File: config.mk
export PLATFORM = sky130hd
export DESIGN_NAME = rgb_hue_color_classifier
export DESIGN_NICKNAME = d
export VERILOG_FILES = /design/src/hw/rtl/rhcc_pkg.sv /design/src/hw/rtl/rgb_hue_color_classifier.sv
export SDC_FILE = /design/constraint.sdc
export NUM_CORES = 1
export LEC_CHECK = 0
export ABC_CLOCK_PERIOD_IN_PS = 4200
export BUFFER_PORTS_ARGS = -buffer_cell sky130_fd_sc_hd__clkbuf_2
export CORE_MARGIN = 2
export CORE_UTILIZATION = 56
export CTS_CLUSTER_DIAMETER = 30
export CTS_CLUSTER_SIZE = 10
export DETAILED_ROUTE_END_ITERATION = 7
export PLACE_DENSITY = 0.77
export SLEW_MARGIN = 20
export SYNTH_ARGS = -nofsm -noshare
export SYNTH_HDL_FRONTEND = slang
export SYNTH_SLANG_ARGS = --single-unit
File: constraint.sdc
create_clock -name clk_i -period 4.2 [get_ports clk_i]
set_clock_uncertainty 0.15 [all_clocks]
set_input_delay 0.42 -clock clk_i [delete_from_list [all_inputs] [get_ports clk_i]]
set_output_delay 0.42 -clock clk_i [all_outputs]
set_load 0.1 [all_outputs]
File: src/hw/rtl/rhcc_pkg.sv
// Shared types and constants of the RGB hue color classifier.
// Depends on nothing; used by rgb_hue_color_classifier.
package rhcc_pkg;

  localparam int PIX_W     = 8;
  localparam int HUE_OUT_W = 15;
  localparam int CLASS_W   = 2;

  localparam int DEG_60    = 60;
  localparam int DEG_120   = 120;
  localparam int DEG_240   = 240;
  localparam int DEG_360   = 360;
  localparam int DEG_30    = 30;
  localparam int DEG_75    = 75;
  localparam int DEG_135   = 135;
  localparam int DEG_345   = 345;

  typedef enum logic [CLASS_W-1:0] {
    CLS_NONE   = 2'd0,
    CLS_RED    = 2'd1,
    CLS_YELLOW = 2'd2,
    CLS_GREEN  = 2'd3
  } color_class_e;

  typedef enum logic [1:0] {
    SEC_RED   = 2'd0,
    SEC_GREEN = 2'd1,
    SEC_BLUE  = 2'd2
  } sector_e;

endpackage

File: src/hw/rtl/rgb_hue_color_classifier.sv
// Top level: RGB pixel to HSV hue and coarse color class, fully pipelined.
// Depends on rhcc_pkg (types, degree constants).
//
//   channel | direction | signals
//   --------+-----------+----------------------------------------------------------------
//   pixel   | in        | in_valid_i, in_ready_o, red_i, green_i, blue_i
//   result  | out       | out_valid_o, out_ready_i, hue_angle_o, color_class_o, is_gray_o
//
// One transaction in and one out per cycle while out_ready_i is held high. QW =
// clog2(60 * 2^FRAC_BITS + 1) is the number of restoring divider stages; the
// stages are analyze, multiply, QW divide steps, hue, class.
// Every stage has its own valid bit and advances when it is empty or the next
// stage advances, so bubbles collapse during an output stall.
// Reset clears the valid bits only.
module rgb_hue_color_classifier #(
  parameter int FRAC_BITS = 6
) (
  input  logic                                clk_i,
  input  logic                                rst_ni,
  input  logic                                in_valid_i,
  output logic                                in_ready_o,
  input  logic [rhcc_pkg::PIX_W-1:0]          red_i,
  input  logic [rhcc_pkg::PIX_W-1:0]          green_i,
  input  logic [rhcc_pkg::PIX_W-1:0]          blue_i,
  output logic                                out_valid_o,
  input  logic                                out_ready_i,
  output logic [rhcc_pkg::HUE_OUT_W-1:0]      hue_angle_o,
  output logic [rhcc_pkg::CLASS_W-1:0]        color_class_o,
  output logic                                is_gray_o
);

  localparam int PW    = rhcc_pkg::PIX_W;
  localparam int KMUL  = rhcc_pkg::DEG_60 << FRAC_BITS;
  localparam int QW    = $clog2(KMUL + 1);
  localparam int NW    = PW + QW;
  localparam int HUE_W = $clog2(rhcc_pkg::DEG_360 << FRAC_BITS);

  localparam logic [NW-1:0]    K_N     = NW'(KMUL);
  localparam logic [HUE_W-1:0] HUE_30  = HUE_W'(rhcc_pkg::DEG_30 << FRAC_BITS);
  localparam logic [HUE_W-1:0] HUE_75  = HUE_W'(rhcc_pkg::DEG_75 << FRAC_BITS);
  localparam logic [HUE_W-1:0] HUE_120 = HUE_W'(rhcc_pkg::DEG_120 << FRAC_BITS);
  localparam logic [HUE_W-1:0] HUE_135 = HUE_W'(rhcc_pkg::DEG_135 << FRAC_BITS);
  localparam logic [HUE_W-1:0] HUE_240 = HUE_W'(rhcc_pkg::DEG_240 << FRAC_BITS);
  localparam logic [HUE_W-1:0] HUE_345 = HUE_W'(rhcc_pkg::DEG_345 << FRAC_BITS);
  localparam logic [HUE_W-1:0] HUE_360 = HUE_W'((rhcc_pkg::DEG_360 << FRAC_BITS) - 1) + 1'b1;

  // ---------------------------------------------------------------- ready chain
  logic              s1_rdy, s3_rdy, s4_rdy;
  logic [QW:0]       d_rdy;

  logic              s1_v_q, s3_v_q, s4_v_q;
  logic [QW:0]       d_v_q;

  always_comb begin
    s4_rdy = !s4_v_q || out_ready_i;
    s3_rdy = !s3_v_q || s4_rdy;
    d_rdy[QW] = !d_v_q[QW] || s3_rdy;
    for (int j = QW - 1; j >= 0; j--) begin
      d_rdy[j] = !d_v_q[j] || d_rdy[j+1];
    end
    s1_rdy = !s1_v_q || d_rdy[0];
  end

  assign in_ready_o = s1_rdy;

  // ---------------------------------------------------------------- stage 1
  logic [PW-1:0]       mx, mn;
  logic signed [PW:0]  diff;
  rhcc_pkg::sector_e   sec_d;

  logic [PW-1:0]       s1_mag_q, s1_delta_q;
  logic                s1_neg_q, s1_gray_q;
  rhcc_pkg::sector_e   s1_sec_q;

  always_comb begin
    mx = red_i;
    mn = red_i;
    if (green_i > mx) mx = green_i;
    if (blue_i > mx)  mx = blue_i;
    if (green_i < mn) mn = green_i;
    if (blue_i < mn)  mn = blue_i;
    priority if (mx == red_i) begin
      sec_d = rhcc_pkg::SEC_RED;
      diff  = $signed({1'b0, green_i}) - $signed({1'b0, blue_i});
    end else if (mx == green_i) begin
      sec_d = rhcc_pkg::SEC_GREEN;
      diff  = $signed({1'b0, blue_i}) - $signed({1'b0, red_i});
    end else begin
      sec_d = rhcc_pkg::SEC_BLUE;
      diff  = $signed({1'b0, red_i}) - $signed({1'b0, green_i});
    end
  end

  always_ff @(posedge clk_i or negedge rst_ni) begin
    if (!rst_ni) begin
      s1_v_q <= 1'b0;
    end else if (s1_rdy) begin
      s1_v_q <= in_valid_i;
    end
  end

  always_ff @(posedge clk_i) begin
    if (s1_rdy && in_valid_i) begin
      s1_mag_q   <= diff[PW] ? PW'(-diff) : diff[PW-1:0];
      s1_neg_q   <= diff[PW];
      s1_delta_q <= mx - mn;
      s1_gray_q  <= (mx == mn);
      s1_sec_q   <= sec_d;
    end
  end

  // ---------------------------------------------------------------- stage 2 and divider
  // Index 0 holds the product split into starting remainder and dividend low bits;
  // index j + 1 holds the state after quotient bit QW-1-j.
  logic [PW-1:0]       d_rem_q   [QW+1];
  logic [QW-1:0]       d_low_q   [QW+1];
  logic [QW-1:0]       d_quot_q  [QW+1];
  logic [PW-1:0]       d_delta_q [QW+1];
  logic                d_neg_q   [QW+1];
  logic                d_gray_q  [QW+1];
  rhcc_pkg::sector_e   d_sec_q   [QW+1];

  logic [NW-1:0]       prod;

  assign prod = NW'(s1_mag_q) * K_N;

  always_ff @(posedge clk_i or negedge rst_ni) begin
    if (!rst_ni) begin
      d_v_q[0] <= 1'b0;
    end else if (d_rdy[0]) begin
      d_v_q[0] <= s1_v_q;
    end
  end

  always_ff @(posedge clk_i) begin
    if (d_rdy[0] && s1_v_q) begin
      d_rem_q[0]   <= prod[NW-1:QW];
      d_low_q[0]   <= prod[QW-1:0];
      d_quot_q[0]  <= '0;
      d_delta_q[0] <= s1_delta_q;
      d_neg_q[0]   <= s1_neg_q;
      d_gray_q[0]  <= s1_gray_q;
      d_sec_q[0]   <= s1_sec_q;
    end
  end

  for (genvar j = 0; j < QW; j++) begin : g_div
    logic [PW:0]   trial;
    logic          take;
    logic [PW-1:0] rem_d;
    logic [QW-1:0] quot_d;

    always_comb begin
      trial  = {d_rem_q[j], d_low_q[j][QW-1-j]};
      take   = (trial >= {1'b0, d_delta_q[j]});
      rem_d  = take ? PW'(trial - {1'b0, d_delta_q[j]}) : trial[PW-1:0];
      quot_d = d_quot_q[j];
      quot_d[QW-1-j] = take;
    end

    always_ff @(posedge clk_i or negedge rst_ni) begin
      if (!rst_ni) begin
        d_v_q[j+1] <= 1'b0;
      end else if (d_rdy[j+1]) begin
        d_v_q[j+1] <= d_v_q[j];
      end
    end

    always_ff @(posedge clk_i) begin
      if (d_rdy[j+1] && d_v_q[j]) begin
        d_rem_q[j+1]   <= rem_d;
        d_low_q[j+1]   <= d_low_q[j];
        d_quot_q[j+1]  <= quot_d;
        d_delta_q[j+1] <= d_delta_q[j];
        d_neg_q[j+1]   <= d_neg_q[j];
        d_gray_q[j+1]  <= d_gray_q[j];
        d_sec_q[j+1]   <= d_sec_q[j];
      end
    end
  end

  // ---------------------------------------------------------------- stage 3: hue
  logic [HUE_W-1:0] quot_e, hue_d;
  logic [HUE_W-1:0] s3_hue_q;
  logic             s3_gray_q;

  assign quot_e = HUE_W'(d_quot_q[QW]);

  always_comb begin
    if (d_gray_q[QW]) begin
      hue_d = '0;
    end else begin
      unique case (d_sec_q[QW])
        rhcc_pkg::SEC_RED: begin
          hue_d = (d_neg_q[QW] && (quot_e != '0)) ? HUE_360 - quot_e : quot_e;
        end
        rhcc_pkg::SEC_GREEN: begin
          hue_d = d_neg_q[QW] ? HUE_120 - quot_e : HUE_120 + quot_e;
        end
        rhcc_pkg::SEC_BLUE: begin
          hue_d = d_neg_q[QW] ? HUE_240 - quot_e : HUE_240 + quot_e;
        end
        default: begin
          hue_d = '0;
        end
      endcase
    end
  end

  always_ff @(posedge clk_i or negedge rst_ni) begin
    if (!rst_ni) begin
      s3_v_q <= 1'b0;
    end else if (s3_rdy) begin
      s3_v_q <= d_v_q[QW];
    end
  end

  always_ff @(posedge clk_i) begin
    if (s3_rdy && d_v_q[QW]) begin
      s3_hue_q  <= hue_d;
      s3_gray_q <= d_gray_q[QW];
    end
  end

  // ---------------------------------------------------------------- stage 4: class
  rhcc_pkg::color_class_e cls_d, s4_cls_q;
  logic [rhcc_pkg::HUE_OUT_W-1:0] s4_hue_q;
  logic                           s4_gray_q;

  always_comb begin
    priority if (s3_hue_q < HUE_30 || s3_hue_q > HUE_345) begin
      cls_d = rhcc_pkg::CLS_RED;
    end else if (s3_hue_q > HUE_30 && s3_hue_q < HUE_75) begin
      cls_d = rhcc_pkg::CLS_YELLOW;
    end else if (s3_hue_q > HUE_75 && s3_hue_q < HUE_135) begin
      cls_d = rhcc_pkg::CLS_GREEN;
    end else begin
      cls_d = rhcc_pkg::CLS_NONE;
    end
  end

  always_ff @(posedge clk_i or negedge rst_ni) begin
    if (!rst_ni) begin
      s4_v_q <= 1'b0;
    end else if (s4_rdy) begin
      s4_v_q <= s3_v_q;
    end
  end

  always_ff @(posedge clk_i) begin
    if (s4_rdy && s3_v_q) begin
      s4_hue_q  <= rhcc_pkg::HUE_OUT_W'(s3_hue_q);
      s4_cls_q  <= cls_d;
      s4_gray_q <= s3_gray_q;
    end
  end

  assign out_valid_o   = s4_v_q;
  assign hue_angle_o   = s4_hue_q;
  assign color_class_o = s4_cls_q;
  assign is_gray_o     = s4_gray_q;

`ifndef SYNTHESIS
  a_gray_hue_zero: assert property (@(posedge clk_i) disable iff (!rst_ni)
    out_valid_o && is_gray_o |-> hue_angle_o == '0 && color_class_o == rhcc_pkg::CLS_RED)
    else $error("gray transaction with nonzero hue or non-red class");

  a_div_rem_below_delta: assert property (@(posedge clk_i) disable iff (!rst_ni)
    d_v_q[QW] && !d_gray_q[QW] |-> d_rem_q[QW] < d_delta_q[QW])
    else $error("divider remainder not below delta");

  a_hue_in_range: assert property (@(posedge clk_i) disable iff (!rst_ni)
    s3_v_q |-> s3_hue_q < HUE_360 || HUE_360 == '0)
    else $error("hue at or above 360 degrees");

  a_empty_output_ready: assert property (@(posedge clk_i) disable iff (!rst_ni)
    !out_valid_o |-> in_ready_o)
    else $error("input stalled while output stage is empty");
`endif

endmodule
==> results of run 1 <==
==> cells in the final DEF, fill, tap and decap left out, types with 25 or more instances in the layout <==
master,instances
nand2_1,65
a21boi_0,36
a21oi_1,72
edfxtp_1,386
nor2b_1,32
nor2_1,148
buf_4,119
mux2i_1,25
ha_1,159
xor2_1,31
inv_1,202
fa_1,27
xnor2_1,59
mux2_2,62
nand2b_1,31
clkbuf_2,44
clkbuf_16,76
o21ai_0,81
==> layout make-up <==
class,instances,area share [%]
tap,511,2.45
clock buffer,90,7.47
timing repair buffer,174,4.84
multi-input combinational,1096,34.2
sequential,402,45.9
inverter,208,3.00
clock inverter,44,2.22
==> flip-flops by register name, summed over array words and instances, names as in the netlist, 2 cells and up <==
register	cells
d_low_q	10
s3_hue_q	15
d_neg_q	13
d_v_q	13
color_class_o	2
d_delta_q	96
d_rem_q	96
s1_sec_q	2
s1_mag_q	8
s1_delta_q	8
d_gray_q	13
d_quot_q	78
hue_angle_o	15
d_sec_q	26
==> worst register-to-register path, stage by stage (launching register included) <==
cell	delay [ps]
edfxtp_1	530
fa_1	620
fa_1	460
ha_1	290
a21o_1	180
a21oi_1	220
o21bai_1	100
a21oi_1	220
o21bai_1	80
a21oi_1	240
o21bai_1	90
a21oi_1	180
xnor2_1	90
==> how the worst min path moves through the flow <==
| stage | end | slack (ps) | cells past startpoint |
|---|---|---|---|
| floorplan | d_v_q[0]$_DFFE_PN0P_ | -30 | 0 |
| global placement | d_v_q[8]$_DFFE_PN0P_ | 230 | 1 |
| detailed placement | d_v_q[6]$_DFFE_PN0P_ | 240 | 1 |
| CTS | d_v_q[12]$_DFFE_PN0P_ | 180 | 2 |
| global route | d_v_q[10]$_DFFE_PN0P_ | 230 | 2 |
| finish | d_v_q[10]$_DFFE_PN0P_ | 200 | 2 |
==> cells in the mapped netlist, types with 4 or more instances <==
cell / number
edfxtp_1: 386
inv_1: 208
ha_1: 170
nor2_1: 155
a21oi_1: 92
o21ai_0: 86
nand2_1: 66
mux2_2: 64
xnor2_1: 59
nor2b_1: 38
a21boi_0: 36
nand2b_1: 31
xor2_1: 31
mux2i_1: 30
fa_1: 28
a21o_1: 22
nand3_1: 22
nand4_1: 21
a311oi_1: 18
dfrtp_1: 16
and2_1: 13
o21bai_1: 13
nor3_1: 11
clkbuf_1: 8
or2_2: 7
a22oi_1: 5
nor4_1: 5
o211ai_1: 4
o21a_1: 4
==> layer usage <==
layer | part of all wire, % | global-route usage [%] | vias to the layer above
met5 | 0 | 0 | -
met4 | 3.6 | 10.7 | 0
met3 | 4.2 | 4.10 | 129
met2 | 54 | 41.5 | 357
met1 | 39 | 24.0 | 6736
li1 | - | - | 6693
==> what timing repair did <==
action | CTS | global route
endpoints found under the setup margin | 0 | 14
setup buffers | 0 | 10
endpoints found under the hold margin | 19 | 0
gates resized for setup | 0 | 55
hold buffers | 3 | 0
==> stage by stage <==
step | setup TNS [ps] | cell area [um^2] | utilization, %
final | 0 | 26100 | 69.6
after global routing | -205 | 26100 | 69.6
after CTS | 0 | 25800 | 68.7
after detailed placement | -6030 | 23200 | 61.9
after global placement | -5190 | 23200 | 61.9
after floorplan | -3510 | 21600 | -
==> power breakdown <==
group / switching, uW / internal [uW] / total [uW]
combinational: 4130 / 3310 / 7440
clock: 1990 / 3950 / 5940
sequential: 667 / 6180 / 6850
total: 6790 / 13400 / 20200
==> cells by family (layout without fill, tap and decap cells) <==
kind of cell    after synthesis  after routing  synth area share (%)
flops                       402            402                  56.2
simple gates                391            391                  8.86
compound gates              320            321                  9.64
buf+inv                     220            516                  3.98
fa+ha+maj                   198            198                  12.6
mux                          96             96                  4.96
xor+xnor                     90             90                  3.70
==> flow_metrics.tcl, run 1 <==
set metrics [dict create \
    period_share_pct 96.9 \
    slew_headroom_pct 29.3 \
    grtUsageTotal_pct 22.1 \
    num_vias 13915 \
    cp-start-kind "input pin" \
    drt_iter0_markers 746 \
    std_cell_rows 71 \
    synth-edff-count 386 \
    die_h_um 199 \
    crit_required_ps 4370 \
    crit_fanout 8 \
    wl_per_cell_um 17.0 \
    antenna_found_initial 0 \
    placed_cells 2377 \
    cts_tree "built" \
    dpl.hpwl_um 31000 \
    multi_input_area_mm2 0.00893 \
    r2r_setup_slack_ps 530 \
    cp.depth 25 \
    synth_top_area_share_pct 54.4 \
    initial_core_util_pct 56.7 \
    grt_pass1_wl_um 68800 \
    nNetsFinal 2182 \
    drc 0 \
    n_fill_cell 2480 \
    fin_crit_ps 4070 \
    setup.worst_path.class "input pin to flip-flop" \
    postSynthAreaPerCell_um2 12.4 \
    dieArea_mm2 0.0396 \
    cp-startpoint "green_i[1]" \
    syn-num-nets 1943 \
    synthFlopType "edfxtp_1" \
    coreArea_mm2 0.0376 \
    die_w_um 199 \
    r2r-start "s1_mag_q[2]$_DFFE_PP_" \
    seq_area_mm2 0.0120 \
    cts_num_sinks 402 \
    peakVddDrop_v 0.000533 \
    syn_area_mm2 0.0213 \
    crit_path_end_kind "flip-flop" \
    slowest_delay_ps 290 \
    viasPerCell 5.51 \
    finalSetupViolCount 0 \
    routabilityCongestion 0.914 \
    reg2regPathDepth 12 \
    status "finished clean" \
    ys_ff_latch 402 \
    area_growth_pct 22.6 \
    io_pins 48 \
    drive_above_1_share_pct 22.1 \
    leakage_uw 0.0107 \
    grt-ovfl-total 0 \
    crit_path_end "s1_delta_q[7]$_DFFE_PP_" \
    total_power_uw 20200 \
    cts.clk_slew.worst_paths_ps 50 \
    clockBufferDepth 3 \
    insertion_delay_ps 590 \
    grt_start_max_net_pins 31 \
    worst_slack_ps 131 \
    dr.pass1.iters 5 \
    yosysWarnings 0 \
    stdcell_count 2525 \
    whs_ps 201 \
    ys_seq_area_share_pct 56.2 \
    cp_num_buf_inv 7 \
    tightest_slew_ps 1060 \
    synth_top_area_cell "edfxtp_1" \
    ctsRootBufferMaster "clkbuf_16" \
    numPortBuffers 47 \
    cts_buffers 74 \
    grt_pass1_vias 14449 \
    finalMaxSlewViolations 0 \
    routed_wl_um 42900 \
    antenna_cells 0 \
    ys_types 70 \
    r2r_end "d_rem_q[0][7]$_DFFE_PP_" \
    hold_violations 0 \
    critPathSlowestCell "ha_4" \
    syn_inst 1717 \
    critPathTopFamily "compound AO/OA/AOI/OAI gates" \
    hold_class "input pin to async pin" \
    htreeDepth 3 \
    cap_violations 0 \
    ant_nets 0 \
    critPathArrivalTime_ps 4240 \
    synth.area.top_cells "edfxtp_1 (54%), ha_1 (10%), inv_1 (3.7%)" \
    power_per_cell_area_mw_per_mm2 774 \
    fmax_mhz 246 \
    synthArstFlopShare_pct 3.98 \
    dp_slack_ps -588 \
]
No activity file was read; power rests on OpenSTA's default activity.
==> inputs of run 2 (changes only) <==
--- a/config.mk
+++ b/config.mk
@@ -12,7 +12,7 @@
 export CTS_CLUSTER_DIAMETER = 30
 export CTS_CLUSTER_SIZE = 10
 export DETAILED_ROUTE_END_ITERATION = 7
-export PLACE_DENSITY = 0.77
+export PLACE_DENSITY = 0.72
 export SLEW_MARGIN = 20
 export SYNTH_ARGS = -nofsm -noshare
 export SYNTH_HDL_FRONTEND = slang
==> flow_metrics.tcl, run 2 (synthesis results as in run 1) <==
set metrics [dict create \
    antenna_cells 0 \
    fin_crit_ps 4160 \
    die_h_um 199 \
    period_share_pct 98.9 \
    cap_violations 0 \
    p_sw_uw 6920 \
    finalSetupViolCount 0 \
    antenna_found_initial 0 \
    grt_start_max_net_pins 31 \
    dr.pass1.iters 5 \
    die_w_um 199 \
    htreeDepth 3 \
    ctsRootBufferMaster "clkbuf_16" \
    top_usage_layer "met2" \
    cp-start-kind "input pin" \
    cts_buffers 77 \
    status "finished clean" \
    wl_per_cell_um 17.4 \
    final_cell_area_mm2 0.0262 \
    nNetsFinal 2189 \
    cts_num_sinks 402 \
    p_seq_share_pct 33.7 \
    grt_pass1_vias 14450 \
    viasPerCell 5.46 \
    drc 0 \
    largest_registers "d_delta_q x96, d_rem_q x96, d_quot_q x78" \
    grtUsageTotal_pct 23.0 \
    cts_tree "built" \
    crit_path_end_kind "flip-flop" \
    initial_core_util_pct 56.7 \
    clockBufferDepth 3 \
    critPathTopFamily "compound AO/OA/AOI/OAI gates" \
    grt_pass1_wl_um 71000 \
    dpl.hpwl_um 32200 \
    comb_power_share_pct 36.9 \
    fmax_mhz 241 \
    area_growth_pct 22.8 \
    final_util_pct 69.7 \
    grt-ovfl-total 0 \
    slew_headroom_pct 49.5 \
    gr-usage-met3_pct 4.25 \
    coreArea_mm2 0.0376 \
    cts.clk_slew.worst_paths_ps 50 \
    power_per_cell_area_mw_per_mm2 779 \
    routabilityCongestion 0.930 \
    crit_fanout 9 \
    std_cell_rows 71 \
    peakVddDrop_v 0.000428 \
    hold_violations 0 \
    drive_above_1_share_pct 22.6 \
    drt_iter0_markers 733 \
    p_clk_share_pct 29.4 \
    rsz0062_at_grt "true" \
    tightest_slew_ps 755 \
    grtUsageMet1_pct 25.2 \
    finalMaxSlewViolations 0 \
    cp_num_buf_inv 5 \
    io_pins 48 \
    numPortBuffers 47 \
    slowest_delay_ps 320 \
    setup.worst_path.class "input pin to flip-flop" \
    num_vias 13837 \
    place_area_mm2 0.0233 \
    final_cell_mix "edfxtp_1 (386), inv_1 (202), ha_1 (158), nor2_1 (152), buf_4 (119)" \
    final_common_cell "edfxtp_1" \
    grt_use_met2_pct 43.1 \
    routed_wl_um 44100 \
    dieArea_mm2 0.0396 \
    critPathSlowestCell "a211oi_4" \
    crit_required_ps 4360 \
    critPathArrivalTime_ps 4310 \
    cpMostUsedCell "a21oi_2" \
    hold_class "input pin to async pin" \
    insertion_delay_ps 570 \
    switching_share_pct 33.9 \
    leakage_uw 0.0107 \
    p_int_uw 13500 \
    ant_nets 0 \
]
-- run 2: changes by cell type in the layout (fill, tap and decap cells not counted), sizes merged --
cell      previous run  this run
clkinv              23        26
o21bai              15        14
clkbuf             135       130
buf                126       132
inv                212       222
bufinv              10         8
clkinvlp             7         6
-- run 2: worst paths after layout --
kind	to	slack [ps]	depth (start not counted)	startpoint
max	s1_delta_q[7]$_DFFE_PP_	40	25	green_i[1]
min	d_v_q[11]$_DFFE_PN0P_	210	2	rst_ni
max reg2reg	d_rem_q[0][7]$_DFFE_PP_	450	12	s1_mag_q[2]$_DFFE_PP_
min reg2reg	d_sec_q[1][0]$_DFFE_PP_	250	0	d_sec_q[0][14]$_DFFE_PP_
max in group asynchronous	d_v_q[3]$_DFFE_PN0P_	3340	2	rst_ni
min in group clk_i	d_sec_q[1][0]$_DFFE_PP_	250	0	d_sec_q[0][14]$_DFFE_PP_
-- run 2: area by class of cell --
cell class,count,area (um^2)
Sequential cell,402,12000
Inverter,208,785
Multi-Input combinational cell,1095,8860
Timing Repair Buffer,179,1330
Tap cell,511,639
Clock buffer,86,1990
Fill cell,2536,11400
Clock inverter,54,586
-- run 2: power groups by stage --
stage | Combinational, uW | Clock [uW] | Sequential, uW
after detailed placement | 7300 | 0 | 6920
after global placement | 7080 | 0 | 6880
after floorplan | 5240 | 0 | 6990
after CTS | 7480 | 6100 | 6870
after global routing | 8410 | 6290 | 7000
final | 7530 | 6000 | 6870
-- run 2: stage by stage --
stage               hold WS [ps]  setup TNS, ps  total power (uW)  std cells  worst slack [ps]
CTS                          213              0             20500       2526              3.56
finish                       208              0             20400       2535              44.6
global placement             251          -4520             14000       2382              -408
floorplan                  -25.6          -3510             12200       1717              -495
global route                 257           -263             21700       2535             -96.8
detailed placement           255          -6540             14200       2383              -583
-- run 2: what timing repair did --
action,CTS,global route
setup endpoints to repair,0,13
hold endpoints to repair,18,0
buffers inserted,0,9
hold buffers,3,0
gates resized for setup,0,43
-- run 2: routing by layer --
layer | part of all wire [%] | vias up | wire length, um
li1 | - | 6699 | -
met4 | 3.6 | 0 | 1600
met1 | 39 | 6680 | 17100
met2 | 53 | 342 | 23600
met3 | 4.2 | 116 | 1870
met5 | 0 | - | 0
